**config.mk**
```make
export PLATFORM = sky130hd
export DESIGN_NAME = nearest_onward_waypoint_search
export DESIGN_NICKNAME = d
export VERILOG_FILES = /design/src/rtl/core/nows_pkg.sv /design/src/rtl/core/nows_dist_unit.sv /design/src/rtl/core/nearest_onward_waypoint_search.sv
export SDC_FILE = /design/constraint.sdc
export NUM_CORES = 2
export LEC_CHECK = 0
export BUFFER_PORTS_ARGS = -buffer_cell sky130_fd_sc_hd__buf_2
export CORE_MARGIN = 2
export CORE_UTILIZATION = 38
export CTS_BUF_LIST = sky130_fd_sc_hd__clkbuf_4 sky130_fd_sc_hd__clkbuf_8
export DETAILED_ROUTE_END_ITERATION = 16
export GPL_ROUTABILITY_DRIVEN = 0
export GPL_TIMING_DRIVEN = 0
export PLACE_DENSITY = 0.58
export SLEW_MARGIN = 20
export SYNTH_ARGS = -nofsm -noshare
export SYNTH_HDL_FRONTEND = slang
export SYNTH_SLANG_ARGS = --single-unit
```
**constraint.sdc**
```tcl
create_clock -name clk -period 10.3 [get_ports clk]
set_input_delay 0.515 -clock clk [delete_from_list [all_inputs] [get_ports clk]]
set_output_delay 0.515 -clock clk [all_outputs]
set_load 0.02 [all_outputs]
```
**src/rtl/core/nows_pkg.sv**
```systemverilog
// shared types and constants for the nearest onward waypoint search
`default_nettype none

package nows_pkg;

    localparam int unsigned MAX_WAYPOINTS_DEF = 64;
    localparam int unsigned COORD_W           = 16;
    localparam int unsigned DIFF_W            = COORD_W + 1;
    localparam int unsigned SQ_W              = 2 * COORD_W;
    localparam int unsigned DIST_W            = SQ_W + 1;
    localparam int unsigned OUT_IDX_W         = 6;
    localparam int unsigned FUNC_W            = 2;

    typedef enum logic [FUNC_W-1:0] {
        FUNC_CLEAR  = 2'd0,
        FUNC_APPEND = 2'd1,
        FUNC_QUERY  = 2'd2
    } func_t;

    // what a distance computation is for
    typedef enum logic [1:0] {
        KIND_SCAN    = 2'd0,
        KIND_LATER   = 2'd1,
        KIND_BETWEEN = 2'd2
    } dist_kind_t;

    // request going into the distance unit, index travels alongside
    typedef struct packed {
        logic       valid;
        dist_kind_t kind;
    } dist_ctl_t;

endpackage

`default_nettype wire

```
**src/rtl/core/nows_dist_unit.sv**
```systemverilog
// two-stage squared euclidean distance unit with a travelling tag
`default_nettype none

module nows_dist_unit #(
    parameter int unsigned IDX_W = 6
) (
    input  wire logic                                 clk,
    input  wire logic                                 rst_n,
    input  wire nows_pkg::dist_ctl_t                  in_ctl,
    input  wire logic [IDX_W-1:0]                     in_idx,
    input  wire logic signed [nows_pkg::COORD_W-1:0]  ax,
    input  wire logic signed [nows_pkg::COORD_W-1:0]  ay,
    input  wire logic signed [nows_pkg::COORD_W-1:0]  bx,
    input  wire logic signed [nows_pkg::COORD_W-1:0]  by,
    output nows_pkg::dist_ctl_t                       out_ctl,
    output logic [IDX_W-1:0]                          out_idx,
    output logic [nows_pkg::DIST_W-1:0]               sum_sq
);

    logic signed [nows_pkg::DIFF_W-1:0]     dx;
    logic signed [nows_pkg::DIFF_W-1:0]     dy;
    logic signed [2*nows_pkg::DIFF_W-1:0]   px;
    logic signed [2*nows_pkg::DIFF_W-1:0]   py;

    logic [nows_pkg::SQ_W-1:0]   sq_x_reg;
    logic [nows_pkg::SQ_W-1:0]   sq_y_reg;
    nows_pkg::dist_ctl_t         s1_ctl_reg;
    logic [IDX_W-1:0]            s1_idx_reg;
    nows_pkg::dist_ctl_t         s2_ctl_reg;
    logic [IDX_W-1:0]            s2_idx_reg;
    logic [nows_pkg::DIST_W-1:0] dist_reg;

    // differences are exact in one extra bit, squares fit the unsigned width
    assign dx = nows_pkg::DIFF_W'(ax) - nows_pkg::DIFF_W'(bx);
    assign dy = nows_pkg::DIFF_W'(ay) - nows_pkg::DIFF_W'(by);
    assign px = dx * dx;
    assign py = dy * dy;

    always_ff @(posedge clk or negedge rst_n)
    begin
        if (!rst_n)
        begin
            s1_ctl_reg <= '0;
            s2_ctl_reg <= '0;
            s1_idx_reg <= '0;
            s2_idx_reg <= '0;
            sq_x_reg   <= '0;
            sq_y_reg   <= '0;
            dist_reg   <= '0;
        end
        else
        begin
            // stage 1: square both differences
            s1_ctl_reg <= in_ctl;
            s1_idx_reg <= in_idx;
            sq_x_reg   <= px[nows_pkg::SQ_W-1:0];
            sq_y_reg   <= py[nows_pkg::SQ_W-1:0];
            // stage 2: sum
            s2_ctl_reg <= s1_ctl_reg;
            s2_idx_reg <= s1_idx_reg;
            dist_reg   <= nows_pkg::DIST_W'(sq_x_reg) + nows_pkg::DIST_W'(sq_y_reg);
        end
    end

    assign out_ctl = s2_ctl_reg;
    assign out_idx = s2_idx_reg;
    assign sum_sq  = dist_reg;

endmodule

`default_nettype wire

```
**src/rtl/core/nearest_onward_waypoint_search.sv**
```systemverilog
// top level: waypoint path store and nearest onward waypoint search sequencer
// clear, append and ignored codes finish without raising busy; a query scans each stored
// waypoint, then does the memory read, the distance unit and the onward check, with no
// onward distances if the last waypoint is nearest; an empty path answers the next cycle
// reset clears the count and overflow flag; the store itself is not cleared
// results are pulsed on done for one cycle as busy drops; the receiver cannot stall
`default_nettype none

module nearest_onward_waypoint_search #(
    parameter int unsigned MAX_WAYPOINTS = nows_pkg::MAX_WAYPOINTS_DEF
) (
    input  wire logic                                 clk,
    input  wire logic                                 rst_n,
    input  wire logic                                 start,
    output logic                                      busy,
    input  wire logic [nows_pkg::FUNC_W-1:0]          func,
    input  wire logic signed [nows_pkg::COORD_W-1:0]  query_x,
    input  wire logic signed [nows_pkg::COORD_W-1:0]  query_y,
    output logic                                      done,
    output logic [nows_pkg::OUT_IDX_W-1:0]            onward_index,
    output logic                                      path_empty,
    output logic                                      overflowed
);

    localparam int unsigned AW  = (MAX_WAYPOINTS > 1) ? $clog2(MAX_WAYPOINTS) : 1;
    localparam int unsigned CW  = $clog2(MAX_WAYPOINTS + 1);
    localparam int unsigned PW  = 2 * nows_pkg::COORD_W;

    typedef enum logic [2:0] {
        ST_IDLE,
        ST_SCAN,
        ST_SCAN_WAIT,
        ST_ONW_CHK,
        ST_ONW_BEST,
        ST_ONW_WAIT
    } state_t;

    state_t state_reg;

    // path store, x in the upper half and y in the lower half
    logic [PW-1:0] wp_mem [MAX_WAYPOINTS];
    logic [PW-1:0] rd_data_reg;

    logic [CW-1:0]                          count_reg;
    logic                                   ovf_reg;
    logic signed [nows_pkg::COORD_W-1:0]    q_x_reg;
    logic signed [nows_pkg::COORD_W-1:0]    q_y_reg;
    logic [AW-1:0]                          issue_idx_reg;
    logic [AW-1:0]                          last_idx_reg;
    logic [AW-1:0]                          best_reg;
    logic [nows_pkg::DIST_W-1:0]            best_d_reg;
    logic [nows_pkg::DIST_W-1:0]            later_d_reg;
    logic signed [nows_pkg::COORD_W-1:0]    nx_x_reg;
    logic signed [nows_pkg::COORD_W-1:0]    nx_y_reg;

    // read pipeline stage beside the memory
    nows_pkg::dist_ctl_t rd_ctl_reg;
    logic [AW-1:0]       rd_idx_reg;

    logic                               done_reg;
    logic [nows_pkg::OUT_IDX_W-1:0]     onward_index_reg;
    logic                               path_empty_reg;
    logic                               overflowed_reg;

    // read request for this cycle
    logic                   rd_issue;
    logic [AW-1:0]          rd_addr;
    nows_pkg::dist_kind_t   rd_kind;

    logic                   accept;
    logic                   not_full;
    logic                   wr_en;
    logic [AW-1:0]          nx_idx;
    logic                   onward_ok;

    // distance unit hookup
    logic signed [nows_pkg::COORD_W-1:0]  u_ax;
    logic signed [nows_pkg::COORD_W-1:0]  u_ay;
    logic signed [nows_pkg::COORD_W-1:0]  u_bx;
    logic signed [nows_pkg::COORD_W-1:0]  u_by;
    nows_pkg::dist_ctl_t                  u_out_ctl;
    logic [AW-1:0]                        u_out_idx;
    logic [nows_pkg::DIST_W-1:0]          u_dist;
    logic                                 scan_hit;

    // low output bits of a path index, zero-extended when the index is narrow
    function automatic logic [nows_pkg::OUT_IDX_W-1:0] low_index(input logic [AW-1:0] idx);
        logic [AW+nows_pkg::OUT_IDX_W-1:0] wide;
        wide = (AW + nows_pkg::OUT_IDX_W)'(idx);
        return wide[nows_pkg::OUT_IDX_W-1:0];
    endfunction

    assign accept    = start && (state_reg == ST_IDLE);
    assign not_full  = count_reg < CW'(MAX_WAYPOINTS);
    assign wr_en     = accept && (func == nows_pkg::FUNC_APPEND) && not_full;
    assign nx_idx    = best_reg + AW'(1);
    assign onward_ok = (CW'(best_reg) + CW'(1)) < count_reg;

    always_comb
    begin
        rd_issue = 1'b0;
        rd_addr  = issue_idx_reg;
        rd_kind  = nows_pkg::KIND_SCAN;
        unique case (state_reg)
            ST_SCAN:
            begin
                rd_issue = 1'b1;
            end
            ST_ONW_CHK:
            begin
                // fetch the next waypoint first so it can be held for the between distance
                rd_issue = onward_ok;
                rd_addr  = nx_idx;
                rd_kind  = nows_pkg::KIND_LATER;
            end
            ST_ONW_BEST:
            begin
                rd_issue = 1'b1;
                rd_addr  = best_reg;
                rd_kind  = nows_pkg::KIND_BETWEEN;
            end
            default:
            begin
                rd_issue = 1'b0;
            end
        endcase
    end

    // store with one write port and one read port, registered read
    always_ff @(posedge clk)
    begin
        if (wr_en)
        begin
            wp_mem[count_reg[AW-1:0]] <= {query_x, query_y};
        end
        rd_data_reg <= wp_mem[rd_addr];
    end

    // between distance measures the best waypoint against the held next one
    assign u_ax = rd_data_reg[PW-1:nows_pkg::COORD_W];
    assign u_ay = rd_data_reg[nows_pkg::COORD_W-1:0];
    assign u_bx = (rd_ctl_reg.kind == nows_pkg::KIND_BETWEEN) ? nx_x_reg : q_x_reg;
    assign u_by = (rd_ctl_reg.kind == nows_pkg::KIND_BETWEEN) ? nx_y_reg : q_y_reg;

    nows_dist_unit #(
        .IDX_W (AW)
    ) u_dist_unit (
        .clk     (clk),
        .rst_n   (rst_n),
        .in_ctl  (rd_ctl_reg),
        .in_idx  (rd_idx_reg),
        .ax      (u_ax),
        .ay      (u_ay),
        .bx      (u_bx),
        .by      (u_by),
        .out_ctl (u_out_ctl),
        .out_idx (u_out_idx),
        .sum_sq  (u_dist)
    );

    assign scan_hit = u_out_ctl.valid && (u_out_ctl.kind == nows_pkg::KIND_SCAN);

    always_ff @(posedge clk or negedge rst_n)
    begin
        if (!rst_n)
        begin
            state_reg        <= ST_IDLE;
            count_reg        <= '0;
            ovf_reg          <= 1'b0;
            q_x_reg          <= '0;
            q_y_reg          <= '0;
            issue_idx_reg    <= '0;
            last_idx_reg     <= '0;
            best_reg         <= '0;
            best_d_reg       <= '0;
            later_d_reg      <= '0;
            nx_x_reg         <= '0;
            nx_y_reg         <= '0;
            rd_ctl_reg       <= '0;
            rd_idx_reg       <= '0;
            done_reg         <= 1'b0;
            onward_index_reg <= '0;
            path_empty_reg   <= 1'b0;
            overflowed_reg   <= 1'b0;
        end
        else
        begin
            done_reg         <= 1'b0;
            rd_ctl_reg.valid <= rd_issue;
            rd_ctl_reg.kind  <= rd_kind;
            rd_idx_reg       <= rd_addr;

            // hold the next waypoint as it leaves the store
            if (rd_ctl_reg.valid && (rd_ctl_reg.kind == nows_pkg::KIND_LATER))
            begin
                nx_x_reg <= u_ax;
                nx_y_reg <= u_ay;
            end

            // running minimum, strict less keeps the lowest index on ties
            if (scan_hit && ((u_out_idx == '0) || (u_dist < best_d_reg)))
            begin
                best_reg   <= u_out_idx;
                best_d_reg <= u_dist;
            end

            if (u_out_ctl.valid && (u_out_ctl.kind == nows_pkg::KIND_LATER))
            begin
                later_d_reg <= u_dist;
            end

            unique case (state_reg)
                ST_IDLE:
                begin
                    if (start)
                    begin
                        case (func)
                            nows_pkg::FUNC_CLEAR:
                            begin
                                count_reg <= '0;
                                ovf_reg   <= 1'b0;
                            end
                            nows_pkg::FUNC_APPEND:
                            begin
                                if (not_full)
                                begin
                                    count_reg <= count_reg + CW'(1);
                                end
                                else
                                begin
                                    ovf_reg <= 1'b1;
                                end
                            end
                            nows_pkg::FUNC_QUERY:
                            begin
                                if (count_reg == '0)
                                begin
                                    // empty path answers at once
                                    done_reg         <= 1'b1;
                                    onward_index_reg <= '0;
                                    path_empty_reg   <= 1'b1;
                                    overflowed_reg   <= ovf_reg;
                                end
                                else
                                begin
                                    q_x_reg       <= query_x;
                                    q_y_reg       <= query_y;
                                    issue_idx_reg <= '0;
                                    last_idx_reg  <= AW'(count_reg - CW'(1));
                                    state_reg     <= ST_SCAN;
                                end
                            end
                            default:
                            begin
                                // unused code, no item
                            end
                        endcase
                    end
                end
                ST_SCAN:
                begin
                    // one waypoint read per cycle
                    issue_idx_reg <= issue_idx_reg + AW'(1);
                    if (issue_idx_reg == last_idx_reg)
                    begin
                        state_reg <= ST_SCAN_WAIT;
                    end
                end
                ST_SCAN_WAIT:
                begin
                    if (scan_hit && (u_out_idx == last_idx_reg))
                    begin
                        state_reg <= ST_ONW_CHK;
                    end
                end
                ST_ONW_CHK:
                begin
                    if (onward_ok)
                    begin
                        state_reg <= ST_ONW_BEST;
                    end
                    else
                    begin
                        // nearest is the last waypoint
                        done_reg         <= 1'b1;
                        onward_index_reg <= low_index(best_reg);
                        path_empty_reg   <= 1'b0;
                        overflowed_reg   <= ovf_reg;
                        state_reg        <= ST_IDLE;
                    end
                end
                ST_ONW_BEST:
                begin
                    state_reg <= ST_ONW_WAIT;
                end
                ST_ONW_WAIT:
                begin
                    if (u_out_ctl.valid && (u_out_ctl.kind == nows_pkg::KIND_BETWEEN))
                    begin
                        // move on when the next waypoint is nearer the query than the gap
                        done_reg         <= 1'b1;
                        onward_index_reg <= (later_d_reg < u_dist) ? low_index(nx_idx)
                                                                   : low_index(best_reg);
                        path_empty_reg   <= 1'b0;
                        overflowed_reg   <= ovf_reg;
                        state_reg        <= ST_IDLE;
                    end
                end
                default:
                begin
                    state_reg <= ST_IDLE;
                end
            endcase
        end
    end

    assign busy         = (state_reg != ST_IDLE);
    assign done         = done_reg;
    assign onward_index = onward_index_reg;
    assign path_empty   = path_empty_reg;
    assign overflowed   = overflowed_reg;

endmodule

`default_nettype wire

```
==> flow_summary_export.csv <==
group,metric,value,unit
outcome,status,"finished clean",
synthesis,yosys.area.top_type,"edfxtp_1",
clocking,cts_buffer_depth,4,
worst_setup_path,critPathSlowestCell,"xnor2_2",
clocking,htreeDepth,5,
layout,largest_register_ffs,2048,
floorplan,ios,47,
clocking,cts_setup_buffers,0,
synthesis,syn_nets,9724,
worst_setup_path,reg2reg_slack,0.34,ns
worst_setup_path,cp_max_fo,9,
worst_setup_path,slowest_delay,0.69,ns
floorplan,dieArea,303000,um2
worst_setup_path,cp.arrival,10.82,ns
synthesis,netlist-cell-type-count,78,
global_route,grt_max_degree,96,
timing,hold_violations,0,
timing,timing.final.crit_share,96.7,%
worst_setup_path,worst_setup_path_start_kind,"flop",
synthesis,synth_seq_area_share,61.1,%
hold_path,hold_path_class,"in -> reg",
layout,final_nets,10300,
floorplan,core,297000,um2
clocking,cts_num_sinks,2370,
synthesis,ys_ff_latch,2370,
route,drc,0,
worst_setup_path,worstSetupStartpoint,"rd_ctl_reg[0]",
timing,fmax,100,MHz
worst_setup_path,path_delay_family,"adder cells",
route,wire_per_inst,24.4,um
clocking,cts_buffers,388,
route,dr.pass1.iters,6,
worst_setup_path,cp.depth,33,
clocking,clkLatencyLatePin,1.11,ns
placement,dpl.cell_count,13000,
floorplan,initial_core_util,38.2,%
layout,multi_input_area,40100,um2
timing,fin_hold_ws,0.0432,ns
synthesis,yosys.cell_count.top_type,"edfxtp_1",
placement,hpwlAfterDp,242000,um
placement,io_buffers,46,
timing,skew,0.113,ns
floorplan,die_w,551,um
worst_setup_path,timing.rr.start,"rd_ctl_reg[0]",
synthesis,synth_cells,8875,
global_route,grt_pass1_vias,74200,
layout,syn2layout_area_growth,14.5,%
job,maxCapViolCount,0,
route,ant_nets,0,
placement,place_ws,-0.906,ns
synthesis,synth_compound_area_share,5.98,%
worst_setup_path,path_class,"reg -> reg",
timing,setup_viol,0,
worst_setup_path,cp-end-kind,"flop",
route,vias,73200,
clocking,path_clk_slew,0.06,ns
layout,drive_gt1_share,12.4,%
global_route,grt_overflow,0,
synthesis,synth.area.mux_share,3.84,%
synthesis,synth_area_leaders,"edfxtp_1 (54%), fa_1 (9.1%), dfrtp_1 (6.4%)",
timing,fin_crit,9.96,ns
worst_setup_path,critical_path_required,11.17,ns
global_route,antenna_found_initial,17,
timing,slew_headroom,15.3,%
route,wl,334000,um
floorplan,num_rows,200,
synthesis,syn_area_per_cell,12.8,um2
synthesis,synth_warnings,0,
worst_setup_path,cp_num_buf_inv,7,
layout,seq_area,69400,um2
global_route,grt_use_total,21.9,%
layout,fin_cells,13700,
worst_setup_path,timing.rr.end,"u_dist_unit.sq_y_reg[30]",
synthesis,synth_fa_ha_area_share,12.4,%
layout,fill_cells,26900,
synthesis,yosys.area_share.simple,11.2,%
floorplan,die_height,551,um
timing,report.final.slew_viol_count,0,
synthesis,synth-edff-count,2048,
clocking,cts_root_buf,"clkbuf_8",
worst_setup_path,reg2reg_depth,33,
global_route,grt_pass1_wl,489000,um
synthesis,async_reset_ff_share,12.2,%
synthesis,synth_top_cell_area_share,54.1,%
synthesis,synth_area,114000,um2
clocking,cts_tree,"built",
route,via_per_inst,5.35,
worst_setup_path,cp_common_cell,"fa_1",
synthesis,synthXorXnorAreaFrac,1.23,%
timing,worst_pin_slew,1.27,ns
worst_setup_path,critPathCapture,"u_dist_unit.sq_y_reg[30]",
synthesis,ys_top_cells_by_count,"edfxtp_1 (2048), nand2_1 (1636), inv_1 (758)",
timing,fin_ws,0.343,ns
synthesis,synth_top_family_by_area,"adder cells",
synthesis,ys_dominant_reg_cell,"edfxtp_1",
route,drt_iter0_markers,8229,
## final cells by class
class	instances	share of cell area [%]
flip-flops and latches	2370	53.3
inverters	774	2.24
clock inverters	155	0.959
repair buffers	174	2.29
clock buffers	536	5.03
diodes	5	0.00962
well taps	3939	3.79
plain buffers	430	1.52
multi-input cells	5300	30.8
## routing by layer
metal / vias up / GRT usage [%] / routed length, um
met3: 613 / 3.76 / 27500
li1: 32500 / - / -
met1: 37000 / 29.9 / 140000
met4: 4 / 8.74 / 13800
met5: - / 0 / 26
met2: 3084 / 34.7 / 153000
## how the worst min path moves through the flow
stage / from / cells after the start / slack, ns / to
floorplan: rst_n / 0 / 0.22 / best_d_reg[0]
global placement: rd_idx_reg[2] / 0 / 0.33 / u_dist_unit.s1_idx_reg[2]
detailed placement: u_dist_unit.s1_ctl_reg[1] / 0 / 0.33 / u_dist_unit.out_ctl[1]
CTS: rst_n / 3 / 0.002 / count_reg[0]
global route: query_x[11] / 1 / 0.05 / wp_mem[51][27]
finish: query_x[11] / 1 / 0.04 / wp_mem[51][27]
## through the flow
| step | TNS (ns) | utilization (%) | instance area [um2] |
|---|---|---|---|
| 2_1_floorplan | 0 | - | 114000 |
| 4_1_cts | 0 | 43.7 | 130000 |
| 5_1_grt | -0.0178 | 43.8 | 130000 |
| 6_report | 0 | 43.8 | 130000 |
| 3_3_place_gp | -6.43 | 40.0 | 119000 |
| 3_5_place_dp | -7.23 | 41.0 | 122000 |
## cell usage in the layout, fill, tap and decap left out, types with 74 or more instances in the layout
cell type / n
clkbuf_4: 134
a32oi_1: 225
ha_1: 296
mux2i_1: 352
nand3_1: 325
dfrtp_1: 290
inv_1: 758
nand4_1: 147
nor2_1: 631
fa_1: 515
a21oi_1: 107
edfxtp_1: 2048
mux2_2: 74
o221ai_1: 100
buf_2: 196
nand2_1: 1630
clkinv_1: 82
o21ai_0: 102
clkbuf_8: 403
xnor2_1: 112
clkbuf_1: 176
## logic make-up after synthesis
logic type	count (synthesis)
AO/OA/AOI/OAI	871
XOR/XNOR	158
adder cells (fa/ha/maj)	812
buffers and inverters	1205
flip-flops	2370
multiplexers	427
AND/OR/NAND/NOR	3032
## repair_timing
action	CTS	global route
gates resized for setup	16	19
hold endpoints to repair	994	14
setup endpoints to repair	19	16
hold buffers	33	1
pin swaps	0	1
Power is left out: the tool's default activity adds up to more than one toggle a clock period on the data nets, which glitch-free logic cannot reach.
